==> config.mk <==
export PLATFORM = sky130hd
export DESIGN_NAME = radiotap_tx_rate_parser
export DESIGN_NICKNAME = d
export VERILOG_FILES = /design/src/rtl/rtp_pkg.sv /design/src/rtl/rtp_in_reg.sv /design/src/rtl/rtp_walk.sv /design/src/rtl/rtp_decode.sv /design/src/rtl/radiotap_tx_rate_parser.sv
export SDC_FILE = /design/constraint.sdc
export NUM_CORES = 1
export LEC_CHECK = 0
export ABC_AREA = 1
export BUFFER_PORTS_ARGS = -buffer_cell sky130_fd_sc_hd__buf_2
export CORE_ASPECT_RATIO = 1.5
export CORE_MARGIN = 5
export CORE_UTILIZATION = 65
export CTS_CLUSTER_SIZE = 8
export DETAILED_ROUTE_END_ITERATION = 8
export HOLD_SLACK_MARGIN = 0.15
export PLACE_DENSITY_LB_ADDON = 0.3
export SLEW_MARGIN = 20
export SYNTH_ARGS = -nofsm -noshare
export SYNTH_HDL_FRONTEND = slang
export SYNTH_SLANG_ARGS = --single-unit
==> constraint.sdc <==
create_clock -name clk_i -period 16.37 [get_ports clk_i]
set_input_delay 2.4555 -clock clk_i [delete_from_list [all_inputs] [get_ports clk_i]]
set_output_delay 2.4555 -clock clk_i [all_outputs]
set_load 0.005 [all_outputs]
==> src/rtl/rtp_pkg.sv <==
// ----------------------------------------------------------------------------
// Radiotap TX rate parser package
// Shared types, field tables and decode helpers for the header parser.
// ----------------------------------------------------------------------------
package rtp_pkg;

  localparam int unsigned MaxPresentWords = 8;
  localparam int unsigned KnownFields     = 24;
  localparam int unsigned NumWalkBits     = 31;
  localparam int unsigned NumCapture      = 5;
  localparam int unsigned MinHdrLen       = 8;

  localparam logic [4:0] BitRate    = 5'd2;
  localparam logic [4:0] BitTxFlags = 5'd15;
  localparam logic [4:0] BitMcs     = 5'd19;
  localparam logic [4:0] BitVht     = 5'd21;

  typedef enum logic [1:0] {
    PH_FIXED,
    PH_PRESENT,
    PH_FIELD,
    PH_DONE
  } phase_e;

  typedef enum logic [1:0] {
    ST_OK        = 2'd0,
    ST_BAD       = 2'd1,
    ST_MALFORMED = 2'd2
  } status_e;

  typedef enum logic [1:0] {
    PHY_CCK  = 2'd0,
    PHY_OFDM = 2'd1,
    PHY_HT   = 2'd2,
    PHY_VHT  = 2'd3
  } phy_e;

  typedef struct packed {
    phy_e       phy;
    logic [7:0] rate;
    logic [5:0] nss;
    logic [1:0] bw;
    logic       sgi;
    logic       ldpc;
    logic       stbc;
    logic       noack;
  } rate_t;

  localparam rate_t RateDefault = '{
    phy:   PHY_OFDM,
    rate:  8'd0,
    nss:   6'd1,
    bw:    2'd0,
    sgi:   1'b0,
    ldpc:  1'b0,
    stbc:  1'b0,
    noack: 1'b0
  };

  typedef struct packed {
    logic [7:0]  data;
    logic [15:0] flen;
    logic        last;
  } in_t;

  typedef struct packed {
    logic        done;
    status_e     status;
    logic [4:0]  idx;
    logic [15:0] fend;
  } walk_t;

  typedef logic [NumCapture-1:0][7:0] cap_t;

  function automatic logic [3:0] fld_size(input logic [4:0] b);
    logic [3:0] s;
    case (b)
      5'd0, 5'd20:                                  s = 4'd8;
      5'd3:                                         s = 4'd4;
      5'd19:                                        s = 4'd3;
      5'd21, 5'd22, 5'd23:                          s = 4'd12;
      5'd4, 5'd7, 5'd8, 5'd9, 5'd14, 5'd15:         s = 4'd2;
      5'd1, 5'd2, 5'd5, 5'd6, 5'd10, 5'd11, 5'd12,
      5'd13, 5'd16, 5'd17:                          s = 4'd1;
      default:                                      s = 4'd0;
    endcase
    return s;
  endfunction

  function automatic logic [3:0] fld_align(input logic [4:0] b);
    logic [3:0] a;
    case (b)
      5'd0, 5'd22:                                  a = 4'd8;
      5'd20:                                        a = 4'd4;
      5'd3, 5'd4, 5'd7, 5'd8, 5'd9, 5'd14, 5'd15,
      5'd21, 5'd23:                                 a = 4'd2;
      default:                                      a = 4'd1;
    endcase
    return a;
  endfunction

  // {hit, cck, index}
  function automatic logic [4:0] legacy_lookup(input logic [7:0] code);
    logic [4:0] r;
    case (code)
      8'd2:    r = {2'b11, 3'd0};
      8'd4:    r = {2'b11, 3'd1};
      8'd11:   r = {2'b11, 3'd2};
      8'd22:   r = {2'b11, 3'd3};
      8'd12:   r = {2'b10, 3'd0};
      8'd18:   r = {2'b10, 3'd1};
      8'd24:   r = {2'b10, 3'd2};
      8'd36:   r = {2'b10, 3'd3};
      8'd48:   r = {2'b10, 3'd4};
      8'd72:   r = {2'b10, 3'd5};
      8'd96:   r = {2'b10, 3'd6};
      8'd108:  r = {2'b10, 3'd7};
      default: r = 5'd0;
    endcase
    return r;
  endfunction

  function automatic logic [1:0] vht_bw_map(input logic [7:0] code);
    logic [1:0] bw;
    case (code)
      8'd1, 8'd5, 8'd6: bw = 2'd1;
      8'd4:             bw = 2'd2;
      default:          bw = 2'd0;
    endcase
    return bw;
  endfunction

endpackage

==> src/rtl/rtp_in_reg.sv <==
// ----------------------------------------------------------------------------
// Input register
// Holds one accepted byte transaction until the parse stage takes it.
// ----------------------------------------------------------------------------
module rtp_in_reg import rtp_pkg::*; (
  input  logic clk_i,
  input  logic rst_ni,
  input  logic valid_i,
  output logic ready_o,
  input  in_t  data_i,
  output logic valid_o,
  input  logic pop_i,
  output in_t  data_o
);

  logic vld_q;
  in_t  data_q;

  assign ready_o = !vld_q || pop_i;
  assign valid_o = vld_q;
  assign data_o  = data_q;

  always_ff @(posedge clk_i or negedge rst_ni) begin
    if (!rst_ni) begin
      vld_q <= 1'b0;
    end else if (ready_o) begin
      vld_q <= valid_i;
    end
  end

  always_ff @(posedge clk_i) begin
    if (valid_i && ready_o) begin
      data_q <= data_i;
    end
  end

endmodule

==> src/rtl/rtp_walk.sv <==
// ----------------------------------------------------------------------------
// Present bit walker
// Finds the next present field, aligns it and checks it against the header.
// ----------------------------------------------------------------------------
module rtp_walk import rtp_pkg::*; (
  input  logic [NumWalkBits-1:0] present_i,
  input  logic [4:0]             b0_i,
  input  logic [16:0]            off_i,
  input  logic [15:0]            hdr_len_i,
  output walk_t                  res_o
);

  logic        hit;
  logic [4:0]  idx;
  logic [3:0]  size;
  logic [17:0] amask;
  logic [17:0] start;
  logic [17:0] fend;

  always_comb begin
    hit = 1'b0;
    idx = 5'd0;
    for (int b = NumWalkBits - 1; b >= 0; b--) begin
      if (present_i[b] && (5'(b) >= b0_i)) begin
        hit = 1'b1;
        idx = 5'(b);
      end
    end
  end

  assign size  = fld_size(idx);
  assign amask = {14'd0, fld_align(idx) - 4'd1};
  assign start = ({1'b0, off_i} + amask) & ~amask;
  assign fend  = start + {14'd0, size};

  always_comb begin
    res_o.done   = 1'b0;
    res_o.status = ST_OK;
    res_o.idx    = idx;
    res_o.fend   = fend[15:0];
    if (!hit || (idx >= 5'(KnownFields)) || (size == 4'd0)) begin
      res_o.done = 1'b1;
    end else if (fend > {2'b00, hdr_len_i}) begin
      res_o.done   = 1'b1;
      res_o.status = ST_MALFORMED;
    end
  end

endmodule

==> src/rtl/rtp_decode.sv <==
// ----------------------------------------------------------------------------
// Rate field decoder
// Updates the rate word from the bytes captured for a finished field.
// ----------------------------------------------------------------------------
module rtp_decode import rtp_pkg::*; (
  input  logic [4:0] idx_i,
  input  cap_t       cap_i,
  input  logic       mcs_present_i,
  input  rate_t      rate_i,
  output rate_t      rate_o
);

  logic [4:0] leg;

  assign leg = legacy_lookup(cap_i[0]);

  always_comb begin
    rate_o = rate_i;
    case (idx_i)
      BitRate: begin
        if (!mcs_present_i) begin
          rate_o.phy  = PHY_OFDM;
          rate_o.rate = 8'd0;
          if (leg[4]) begin
            rate_o.phy  = leg[3] ? PHY_CCK : PHY_OFDM;
            rate_o.rate = {5'd0, leg[2:0]};
          end
        end
      end
      BitTxFlags: begin
        if (cap_i[0][3]) begin
          rate_o.noack = 1'b1;
        end
      end
      BitMcs: begin
        rate_o.phy  = PHY_HT;
        rate_o.rate = cap_i[2];
        rate_o.nss  = 6'd1 + {1'b0, cap_i[2][7:3]};
        if (cap_i[0][0] && (cap_i[1][1:0] == 2'd1)) begin
          rate_o.bw = 2'd1;
        end
        if (cap_i[0][2]) begin
          rate_o.sgi = cap_i[1][2];
        end
        if (cap_i[0][4]) begin
          rate_o.ldpc = cap_i[1][4];
        end
        if (cap_i[0][5]) begin
          rate_o.stbc = |cap_i[1][6:5];
        end
      end
      BitVht: begin
        rate_o.phy  = PHY_VHT;
        rate_o.rate = {4'd0, cap_i[4][7:4]};
        rate_o.nss  = (cap_i[4][3:0] == 4'd0) ? 6'd1 : {2'b00, cap_i[4][3:0]};
        if (cap_i[0][2]) begin
          rate_o.stbc = cap_i[2][0];
        end
        if (cap_i[2][2]) begin
          rate_o.sgi = 1'b1;
        end
        if (cap_i[1][0]) begin
          rate_o.ldpc = 1'b1;
        end
        rate_o.bw = vht_bw_map(cap_i[3]);
      end
      default: begin
        rate_o = rate_i;
      end
    endcase
  end

endmodule

==> src/rtl/radiotap_tx_rate_parser.sv <==
// ----------------------------------------------------------------------------
// Radiotap TX rate parser
// Parses a radiotap header byte by byte and reports the requested TX rate.
// ----------------------------------------------------------------------------
//  Channel | Handshake               | Payload
//  in      | in_valid_i / in_ready_o | data_byte_i, frame_len_i, last_byte_i
//  out     | out_valid_o/out_ready_i | status_o, header_len_o, rate fields
//
//  One byte per cycle sustained while no result waits; out_valid_o rises once
//  the byte ending parsing has passed the input and result registers.
//  At most one result per frame; the parser returns to the fixed header state
//  after the last byte. Reset clears all but data registers; no clearing pass.
//  A result not taken holds the parse stage; the input register then fills
//  and in_ready_o drops.
// ----------------------------------------------------------------------------
module radiotap_tx_rate_parser import rtp_pkg::*; (
  input  logic        clk_i,
  input  logic        rst_ni,
  input  logic        in_valid_i,
  output logic        in_ready_o,
  input  logic [7:0]  data_byte_i,
  input  logic [15:0] frame_len_i,
  input  logic        last_byte_i,
  output logic        out_valid_o,
  input  logic        out_ready_i,
  output logic [1:0]  status_o,
  output logic [15:0] header_len_o,
  output logic [1:0]  phy_mode_o,
  output logic [7:0]  rate_index_o,
  output logic [5:0]  stream_count_o,
  output logic [1:0]  bandwidth_o,
  output logic        short_gi_o,
  output logic        ldpc_coding_o,
  output logic        stbc_on_o,
  output logic        no_ack_o
);

  in_t  in_d;
  in_t  cur;
  logic cur_vld;
  logic adv;

  phase_e      phase_q, phase_d;
  logic [15:0] off_q, off_d;
  logic [15:0] hdr_q, hdr_d;
  logic [31:0] pf_q, pf_d;
  logic [3:0]  cnt_q, cnt_d;
  logic [4:0]  fi_q, fi_d;
  logic [15:0] fend_q, fend_d;
  cap_t        cap_q, cap_d;
  rate_t       rate_q, rate_d;

  logic        out_vld_q;
  logic [1:0]  out_st_q;
  logic [15:0] out_hdr_q;
  rate_t       out_rate_q;

  logic        emit;
  status_e     emit_st;
  logic [15:0] res_hdr;
  rate_t       res_rate;

  logic [4:0]  walk_b0;
  logic [16:0] walk_off;
  walk_t       wr;
  rate_t       dec_rate;
  logic [15:0] fstart;
  logic [15:0] k;
  logic [15:0] hdr_full;
  logic [4:0]  words_done;
  logic [31:0] pf_cur;
  cap_t        cap_cur;

  assign in_d = '{data: data_byte_i, flen: frame_len_i, last: last_byte_i};
  assign adv  = cur_vld && (!out_vld_q || out_ready_i);

  rtp_in_reg u_in_reg (
    .clk_i   (clk_i),
    .rst_ni  (rst_ni),
    .valid_i (in_valid_i),
    .ready_o (in_ready_o),
    .data_i  (in_d),
    .valid_o (cur_vld),
    .pop_i   (adv),
    .data_o  (cur)
  );

  assign pf_cur = ((phase_q == PH_PRESENT) && (cnt_q == 4'd0)) ?
                  (pf_q | ({24'd0, cur.data} << {off_q[1:0], 3'b000})) : pf_q;

  assign walk_b0  = (phase_q == PH_FIELD) ? fi_q + 5'd1 : 5'd0;
  assign walk_off = (phase_q == PH_FIELD) ? {1'b0, fend_q} : {1'b0, off_q} + 17'd1;

  rtp_walk u_walk (
    .present_i (pf_cur[NumWalkBits-1:0]),
    .b0_i      (walk_b0),
    .off_i     (walk_off),
    .hdr_len_i (hdr_q),
    .res_o     (wr)
  );

  rtp_decode u_decode (
    .idx_i         (fi_q),
    .cap_i         (cap_cur),
    .mcs_present_i (pf_q[BitMcs]),
    .rate_i        (rate_q),
    .rate_o        (dec_rate)
  );

  assign fstart     = fend_q - {12'd0, fld_size(fi_q)};
  assign k          = off_q - fstart;
  assign hdr_full   = {cur.data, hdr_q[7:0]};
  assign words_done = {1'b0, cnt_q} + 5'd1;

  always_comb begin
    cap_cur = cap_q;
    if ((phase_q == PH_FIELD) && (off_q >= fstart)) begin
      if (k < 16'(NumCapture)) begin
        cap_cur[k[2:0]] = cur.data;
      end else if (k == 16'd8) begin
        cap_cur[1] = cur.data;
      end
    end
  end

  always_comb begin
    phase_d = phase_q;
    off_d   = off_q;
    hdr_d   = hdr_q;
    pf_d    = pf_cur;
    cnt_d   = cnt_q;
    fi_d    = fi_q;
    fend_d  = fend_q;
    cap_d   = cap_cur;
    rate_d  = rate_q;
    emit    = 1'b0;
    emit_st = ST_OK;

    case (phase_q)
      PH_FIXED: begin
        if (off_q == 16'd0) begin
          if ((cur.flen < 16'(MinHdrLen)) || (cur.data != 8'd0)) begin
            emit    = 1'b1;
            emit_st = ST_BAD;
          end
        end else if (off_q == 16'd2) begin
          hdr_d = {8'd0, cur.data};
        end else if (off_q == 16'd3) begin
          hdr_d = hdr_full;
          if ((hdr_full < 16'(MinHdrLen)) || (hdr_full > cur.flen)) begin
            emit    = 1'b1;
            emit_st = ST_BAD;
          end else begin
            phase_d = PH_PRESENT;
            cnt_d   = 4'd0;
          end
        end
      end
      PH_PRESENT: begin
        if (off_q[1:0] == 2'd3) begin
          if (cur.data[7]) begin
            if ((words_done >= 5'(MaxPresentWords)) ||
                (({1'b0, off_q} + 17'd5) > {1'b0, hdr_q})) begin
              emit    = 1'b1;
              emit_st = ST_BAD;
            end else begin
              cnt_d = words_done[3:0];
            end
          end else if (wr.done) begin
            emit    = 1'b1;
            emit_st = wr.status;
          end else begin
            phase_d = PH_FIELD;
            fi_d    = wr.idx;
            fend_d  = wr.fend;
          end
        end
      end
      PH_FIELD: begin
        if (off_q >= fstart) begin
          if (({1'b0, off_q} + 17'd1) == {1'b0, fend_q}) begin
            rate_d = dec_rate;
            if (wr.done) begin
              emit    = 1'b1;
              emit_st = wr.status;
            end else begin
              fi_d   = wr.idx;
              fend_d = wr.fend;
            end
          end
        end
      end
      default: begin
        phase_d = phase_q;
      end
    endcase

    if (emit) begin
      phase_d = PH_DONE;
    end
    if (phase_d != PH_DONE) begin
      off_d = off_q + 16'd1;
    end

    if (cur.last && !emit && (phase_q != PH_DONE)) begin
      emit    = 1'b1;
      emit_st = ST_BAD;
    end

    res_hdr  = (emit_st == ST_BAD) ? 16'd0 : hdr_d;
    res_rate = (emit_st == ST_OK) ? rate_d : RateDefault;

    if (cur.last) begin
      phase_d = PH_FIXED;
      off_d   = 16'd0;
      hdr_d   = 16'd0;
      pf_d    = 32'd0;
      cnt_d   = 4'd0;
      fi_d    = 5'd0;
      fend_d  = 16'd0;
      cap_d   = '0;
      rate_d  = RateDefault;
    end
  end

  always_ff @(posedge clk_i or negedge rst_ni) begin
    if (!rst_ni) begin
      phase_q <= PH_FIXED;
      off_q   <= 16'd0;
      hdr_q   <= 16'd0;
      pf_q    <= 32'd0;
      cnt_q   <= 4'd0;
      fi_q    <= 5'd0;
      fend_q  <= 16'd0;
      cap_q   <= '0;
      rate_q  <= RateDefault;
    end else if (adv) begin
      phase_q <= phase_d;
      off_q   <= off_d;
      hdr_q   <= hdr_d;
      pf_q    <= pf_d;
      cnt_q   <= cnt_d;
      fi_q    <= fi_d;
      fend_q  <= fend_d;
      cap_q   <= cap_d;
      rate_q  <= rate_d;
    end
  end

  always_ff @(posedge clk_i or negedge rst_ni) begin
    if (!rst_ni) begin
      out_vld_q <= 1'b0;
    end else if (adv && emit) begin
      out_vld_q <= 1'b1;
    end else if (out_ready_i) begin
      out_vld_q <= 1'b0;
    end
  end

  always_ff @(posedge clk_i) begin
    if (adv && emit) begin
      out_st_q   <= emit_st;
      out_hdr_q  <= res_hdr;
      out_rate_q <= res_rate;
    end
  end

  assign out_valid_o    = out_vld_q;
  assign status_o       = out_st_q;
  assign header_len_o   = out_hdr_q;
  assign phy_mode_o     = out_rate_q.phy;
  assign rate_index_o   = out_rate_q.rate;
  assign stream_count_o = out_rate_q.nss;
  assign bandwidth_o    = out_rate_q.bw;
  assign short_gi_o     = out_rate_q.sgi;
  assign ldpc_coding_o  = out_rate_q.ldpc;
  assign stbc_on_o      = out_rate_q.stbc;
  assign no_ack_o       = out_rate_q.noack;

  a_bad_no_len: assert property (@(posedge clk_i) disable iff (!rst_ni)
    (out_valid_o && (status_o == ST_BAD)) |-> (header_len_o == 16'd0))
    else $error("bad header result carries a length");

  a_status_code: assert property (@(posedge clk_i) disable iff (!rst_ni)
    out_valid_o |-> (status_o != 2'd3))
    else $error("result status out of range");

  a_frame_restart: assert property (@(posedge clk_i) disable iff (!rst_ni)
    (adv && cur.last) |=> ((phase_q == PH_FIXED) && (off_q == 16'd0)))
    else $error("parser did not restart after last byte");

  a_field_in_hdr: assert property (@(posedge clk_i) disable iff (!rst_ni)
    (phase_q == PH_FIELD) |-> (fend_q <= hdr_q))
    else $error("field end beyond header length");

  a_streams: assert property (@(posedge clk_i) disable iff (!rst_ni)
    out_valid_o |-> ((stream_count_o != 6'd0) && (stream_count_o <= 6'd32)))
    else $error("stream count out of range");

endmodule
; After elaboration in Yosys (flattened, before gate mapping)
; Memories as Yosys holds them, arrays and structs flattened.
; Index checks and enable logic that the tools add are counted.
[classes]
n_addsub = 11
magnitude_cmp = 42
n_eq_ne = 41
shift = 1
muxes = 167
bitwise_logic = 3
n_reduce_logical = 72
[ops]
columns = cell, count
row1 = $mux W16, 13
row2 = $mux W5, 38
row3 = $mux W22, 4
row4 = $mux W40, 2
row5 = $ge A5 B5 Y1 const A, 15
row6 = $mux W32, 2
row7 = $mux W1, 60
row8 = $pmux W5 S12, 1
row9 = $bwmux W40, 1
row10 = $ge A4 B5 Y1 const A, 8
row11 = $logic_and A1 B1 Y1, 40
row12 = $mux W2, 18
row13 = $mux W4, 9
row14 = $eq A16 B2 Y1 const B, 2
row15 = $eq A8 B3 Y1 const B, 4
row16 = $lt A16 B4 Y1 const B, 2
row17 = $mux W8, 4
row18 = $or A32 B32 Y32, 1
row19 = $pmux W16 S2, 1
row20 = $shl A8 B5 Y32, 1
row21 = $pmux W10 S3, 1
row22 = $demux W8 S3, 1
row23 = $eq A8 B5 Y1 const B, 3
row24 = $eq A8 B7 Y1 const B, 3
row25 = other kinds (64), 103
[totals]
ff_bits = 220
rom_bits = 384
out_inout_bits = 42
word_cells = 377
n_memories = 3
[memory_table]
columns = memory, depth, word_bits, read_ports, rd_clocked_by_memory_dff, write_ports, line_no
row1 = (no name shown), 32, 4, 1, 0, 0, rtp_pkg.sv:77  ; case (b)
row2 = (no name shown), 32, 4, 1, 0, 0, rtp_pkg.sv:92  ; case (b)
row3 = (no name shown), 32, 4, 1, 0, 0, rtp_pkg.sv:77

; Logic depth before layout (Yosys ltp)
; An unclocked memory read counts as a cell.
[depth]
ltp_word = 53
ltp_mapped = 77
mapped_depth_nobuf = 76

; Modules after synthesis
; A second synthesis with hierarchy kept.
[hier_totals]
hier_cells = 2515
area_unflattened_um2 = 17456.7
[by_module_without_submodules]
columns = mod, instances, cells_per_inst, area_each_um2, seq_area_each_um2
row1 = radiotap_tx_rate_parser, 1, 1833, 13197.7, 5032.3
row2 = rtp_walk, 1, 465, 2575.0, 0.0
row3 = rtp_decode, 1, 186, 888.4, 0.0
row4 = rtp_in_reg, 1, 31, 795.8, 775.7

; Worst setup path after synthesis
; OpenSTA, ideal clock, no wires.
[synth_path]
kind = register to register
from = register fi_q[0]
to = register out_rate_q (netlist bit bandwidth_o[0]) (enable)
setup_time_ps = 452
arrival_time_ps = 9811
path_slack_ps = 6106
path_stages_with_launch = 70
period_less_slack_ps = 10264
cell_sequence = dfrtp_1 > ha_1 > inv_1 > nor3_1 > ha_1 > inv_1 > nand4_1 > o21ai_1 > nand2_1 > nand2_1 > nand2_1 > nand2_1 > nand2_1 > nand2_1 > nand2_1 > nand2_1 > nand2_1 > nand2_1 > (+34 left out) > nand2_1 > nor3_1 > nand4_1 > xor2_1 > ha_1 > nand2_1 > inv_1 > nand3_1 > nor2_1 > a211oi_1 > or2_2 > a22oi_1 > a311oi_1 > nand3_2 > nand2_2 > nand2_2 > nand2_2 > a21oi_1
[synth_via]
elab_chain_cells = 52
word_cells_on_any_way = 155
cone_classes = add/sub (5) / order compare (34) / mux (72) / bitwise (2) / reduce/logical (39) / memory (3)
[synth_rtl]
columns = element, line_no
row1 = start: declaration, radiotap_tx_rate_parser.sv:48  ; logic [4:0] fi_q, fi_d;
row2 = start signal: assignment, radiotap_tx_rate_parser.sv:243  ; fi_q <= fi_d;
row3 = $add A5 B1 Y5, radiotap_tx_rate_parser.sv:91  ; assign walk_b0 = (phase_q == PH_FIELD) ? fi_q + 5'd1 : 5'd0;
row4 = $mux W5, radiotap_tx_rate_parser.sv:91
row5 = $ge A5 B5 Y1, rtp_walk.sv:24  ; if (present_i[b] && (5'(b) >= b0_i)) begin
row6 = $logic_and A1 B1 Y1, rtp_walk.sv:24
row7 = $mux W5 (31 in a row), rtp_walk.sv:24
row8 = $mem_v2 Z32 W4, n/a
row9 = $sub A4 B1 Y4, rtp_walk.sv:32  ; assign amask = {14'd0, fld_align(idx) - 4'd1};
row10 = $add A17 B4 Y18 / $not A4 Y18 (equally long branches), rtp_walk.sv:33  ; assign start = ({1'b0, off_i} + amask) & ~amask;
row11 = (+5 left out), n/a
row12 = $mux W1, "radiotap_tx_rate_parser.sv:169, radiotap_tx_rate_parser.sv:183"
row13 = $mux W1 (on tied branches), "radiotap_tx_rate_parser.sv:181, radiotap_tx_rate_parser.sv:161"
row14 = $mux W1 (on tied branches), "radiotap_tx_rate_parser.sv:180, radiotap_tx_rate_parser.sv:160"
row15 = $pmux W1 S3 *, radiotap_tx_rate_parser.sv:139  ; case (phase_q)
row16 = $logic_not A1 Y1, radiotap_tx_rate_parser.sv:205  ; if (cur.last && !emit && (phase_q != PH_DONE)) begin
row17 = $logic_and A1 B1 Y1 (2 in a row), radiotap_tx_rate_parser.sv:205
row18 = $mux W1 *, radiotap_tx_rate_parser.sv:205
row19 = $logic_and A1 B1 Y1 *, radiotap_tx_rate_parser.sv:261  ; if (adv && emit) begin
row20 = end signal: assignment, radiotap_tx_rate_parser.sv:264  ; out_rate_q <= res_rate;
row21 = end: declaration, radiotap_tx_rate_parser.sv:56  ; rate_t out_rate_q;
; Mark *: on every way between the ends. The rest lies on a longest branch, timed or not.
; A chain may end at the register's enable or synchronous reset.

; Final worst setup path
[layout_path]
from = register phase_q[0]
to = register fend_q[8]
[layout_via]
elab_chain_cells = 48
word_cells_on_any_way = 158
cone_classes = add/sub (3) / order compare (33) / eq/ne (6) / mux (74) / bitwise (2) / reduce/logical (38) / memory (2)
[layout_rtl]
columns = element, line_no
row1 = start: declaration, radiotap_tx_rate_parser.sv:43  ; phase_e phase_q, phase_d;
row2 = start signal: assignment, radiotap_tx_rate_parser.sv:238  ; phase_q <= phase_d;
row3 = $eq A2 B2 Y1 / $eq A2 B1 Y1 (equally long branches), n/a
row4 = $mux W5 / $logic_and A1 B1 Y1 (equally long branches), "radiotap_tx_rate_parser.sv:91, radiotap_tx_rate_parser.sv:88"
row5 = $ge A5 B5 Y1 / $mux W32 (equally long branches), "rtp_walk.sv:24, radiotap_tx_rate_parser.sv:88"
row6 = $logic_and A1 B1 Y1, rtp_walk.sv:24
row7 = $mux W5 (31 in a row), rtp_walk.sv:24
row8 = $mem_v2 Z32 W4, n/a
row9 = $sub A4 B1 Y4, rtp_walk.sv:32
row10 = $add A17 B4 Y18 / $not A4 Y18 (equally long branches), rtp_walk.sv:33
row11 = (+2 left out), n/a
row12 = $gt A18 B16 Y1, rtp_walk.sv:43  ; end else if (fend > {2'b00, hdr_len_i}) begin
row13 = $mux W3, rtp_walk.sv:43
row14 = $mux W1, rtp_walk.sv:41  ; if (!hit || (idx >= 5'(KnownFields)) || (size == 4'd0)) begin
row15 = $mux W16, "radiotap_tx_rate_parser.sv:169, radiotap_tx_rate_parser.sv:183"
row16 = $mux W16 (on tied branches), "radiotap_tx_rate_parser.sv:181, radiotap_tx_rate_parser.sv:161"
row17 = $mux W16 (on tied branches), "radiotap_tx_rate_parser.sv:180, radiotap_tx_rate_parser.sv:160"
row18 = $pmux W16 S2, radiotap_tx_rate_parser.sv:139
row19 = $mux W16, radiotap_tx_rate_parser.sv:213  ; if (cur.last) begin
row20 = end signal: assignment, radiotap_tx_rate_parser.sv:244  ; fend_q <= fend_d;
row21 = end: declaration, radiotap_tx_rate_parser.sv:49  ; logic [15:0] fend_q, fend_d;
; Parallel ways exist; a longest one is shown, timed or not. The select of a mux whose other input is x is not followed.

==> results.cfg <==
[global_routing]
antenna_found_initial = 0
grt_pass1_vias = 15600
grt-ovfl-total = 0
grt_pass1_wl_um = 82800
grt_max_degree = 86
grt_use_total_pct = 38.7

[logic_synthesis]
synth.largest_area_cell = dfrtp_1
yosys_warnings = 0
synth-async-reset-ratio_pct = 70.0
synth_edf_count = 65
syn_area_um2 = 15900
ys_ff_latch = 217
syn_area_per_cell_um2 = 7.37
syn-num-nets = 2284
synth_flop_cell = dfrtp_1
yosys.area.top_type_share_pct = 23.7
ys_types = 69
seq_area_frac_synth_pct = 36.3
syn_inst = 2153
synth_area_leaders = dfrtp_1 24%, edfxtp_1 12%, nand2_1 11%, ha_1 7.7%, inv_1 7.2%

[clocking]
cts_tree = done
cts_buffers = 31
htreeDepth = 1
cts_sinks = 217
clk_pin_slew_ps = 60
clockRootBuffer = clkbuf_16
holdBufCountCts = 0
postCtsSetupRepairBufs = 0
ctsResizeCount = 0
clk_latency_ps = 580
clockBufferDepth = 3

[placement]
portBuffers = 70
place_hpwl_um = 39400
routabilityCongestion = 0.989

[worst_setup_path]
arrival_ps = 11520
cp-end-kind = flop
cp_max_fo = 40
cp_slowest_stage_delay_ps = 760
cp_top_family = simple AND/OR/NAND/NOR gates
cp_num_buf_inv = 7
crit_type = reg -> reg
critPathRequiredTime_ps = 16840
ff2ff_setup_slack_ps = 5320
crit_path_start_kind = flop
cp_common_cell = nand2_1
cp_slowest_cell = inv_1

[floorplan]
coreArea_um2 = 24300
start_util_pct = 65.4
fp.dieH_um = 201
rows = 70
die_w_um = 138
die_area_um2 = 27700
io_pins = 71

[sta]
fmax_ghz = 0.0905
fin_crit_sh_pct = 67.5
holdWs_ps = 480
tns_ps = 0
finalSetupViolCount = 0
clock_skew_ps = 22.3
slew_headroom_pct = 27.4
final-max-slew-violation-count = 0
final.min_clock_period_ps = 11050
hold_viol = 0
grt_setup_unrepaired = false
max_slew.worst_pin.slew_ps = 1090

[flow_run]
drv_cap = 0

[drt]
post_drt_wl_per_cell_um = 21.0
wirelength_um = 53400
antenna_left = 0
viasPerCell = 6.16
drt-pass1-iter-count = 6
drt_iter0_drc = 1611
vias = 15700
drc_errors = 0

[worst_hold_path]
min_path_type = reg -> reg

[final_layout]
fin_nets = 2332
drive_gt1_share_pct = 8.95
synthToLayoutAreaGrowth_pct = 9.29
nFillCells = 2032
antennaDiodeCount = 0

[run_status]
status = finished clean
## worst min-delay path: cells and delay by family, from the launching register on
| family | cells | cell delay, ps |
|---|---|---|
| flip-flops | 1 | 340 |
| buffers and inverters | 1 | 50 |
| AO/OA/AOI/OAI | 1 | 60 |
## placed cells by master (no fill, tap or decap), drive strengths merged, types with 3 or more instances in the layout
cell type and count:
a211oi 7, a21boi 3, a21oi 93, a22o 4, a22oi 10, a31oi 11
a41oi 8, buf 82, clkbuf 53, clkinv 4, dfrtp 150, edfxtp 65
fa 4, ha 98, inv 328, nand2 473, nand3 146, nand3b 3
nand4 30, nor2 203, nor3 58, nor4 13, o2111ai 4, o211ai 19
o21a 6, o21ai 189, o21bai 3, o221ai 3, o22ai 41, o31ai 4
o41ai 3, or2 4, xnor2 14, xor2 63
## final timing paths
kind	startpoint	end	cells after the start
hold / removal	pf_q[3]	pf_q[3]	2
setup reg to reg	phase_q[0]	fend_q[8]	72
hold reg to reg	pf_q[3]	pf_q[3]	2
max in group asynchronous	rst_ni	fend_q[1]	2
min in group asynchronous	rst_ni	cap_q[23]	1
setup / recovery	phase_q[0]	fend_q[8]	72
## synthesized netlist by cell type, drive strengths merged, types with 41 or more instances
library cell / n
nor2: 203
ha: 98
o22ai: 41
inv: 327
dfrtp: 150
o21ai: 189
nor3: 58
a21oi: 93
nand2: 473
xor2: 63
edfxtp: 65
clkbuf: 43
nand3: 146
## through the flow
stage	area (um2)	setup slack, ps	instances	utilization (%)
floorplan	15900	6110	2153	-
global placement	16400	6060	2492	67.8
detailed placement	16400	5600	2492	67.8
CTS	17300	5520	2547	71.4
global route	17300	3970	2547	71.5
finish	17300	5320	2547	71.5
## flip-flops by register name, summed over array words and instances, names as in the netlist, 4 cells and up
signal           flops
pf_q                31
fi_q                 5
rate_index_o         8
cap_q               38
off_q               16
rate_q              22
stream_count_o       6
u_in_reg.data_o     25
hdr_q               16
header_len_o        16
cnt_q                4
fend_q              16
## final cells by class
type	instances	area [um2]	area share, %
Clock buffer	53	858	4.95
Clock inverter	2	28.8	0.166
Inverter	330	1240	7.16
Multi-Input combinational cell	1539	8600	49.6
Sequential cell	217	5760	33.2
Tap cell	324	405	2.34
Timing Repair Buffer	82	447	2.58
## logic make-up (layout without fill, tap and decap cells)
| logic type | count (synthesis) | count (layout) | share of synthesized area (%) |
|---|---|---|---|
| AND/OR/NAND/NOR | 940 | 940 | 26.1 |
| AO/OA/AOI/OAI | 420 | 420 | 15.4 |
| buffers and inverters | 397 | 467 | 9.68 |
| flip-flops | 217 | 217 | 36.3 |
| adder cells (fa/ha/maj) | 102 | 102 | 8.23 |
| XOR/XNOR | 77 | 77 | 4.34 |
## layer usage
layer	vias to the layer above	routed length, um	track usage [%]
met5	-	0	0
met4	0	5710	34.2
met3	310	4300	6.48
met2	876	25900	64.1
met1	7251	17500	41.4
li1	7261	-	-
Power is not shown: default switching activity piles up to over one toggle a cycle in this logic, so the estimate is an artifact.
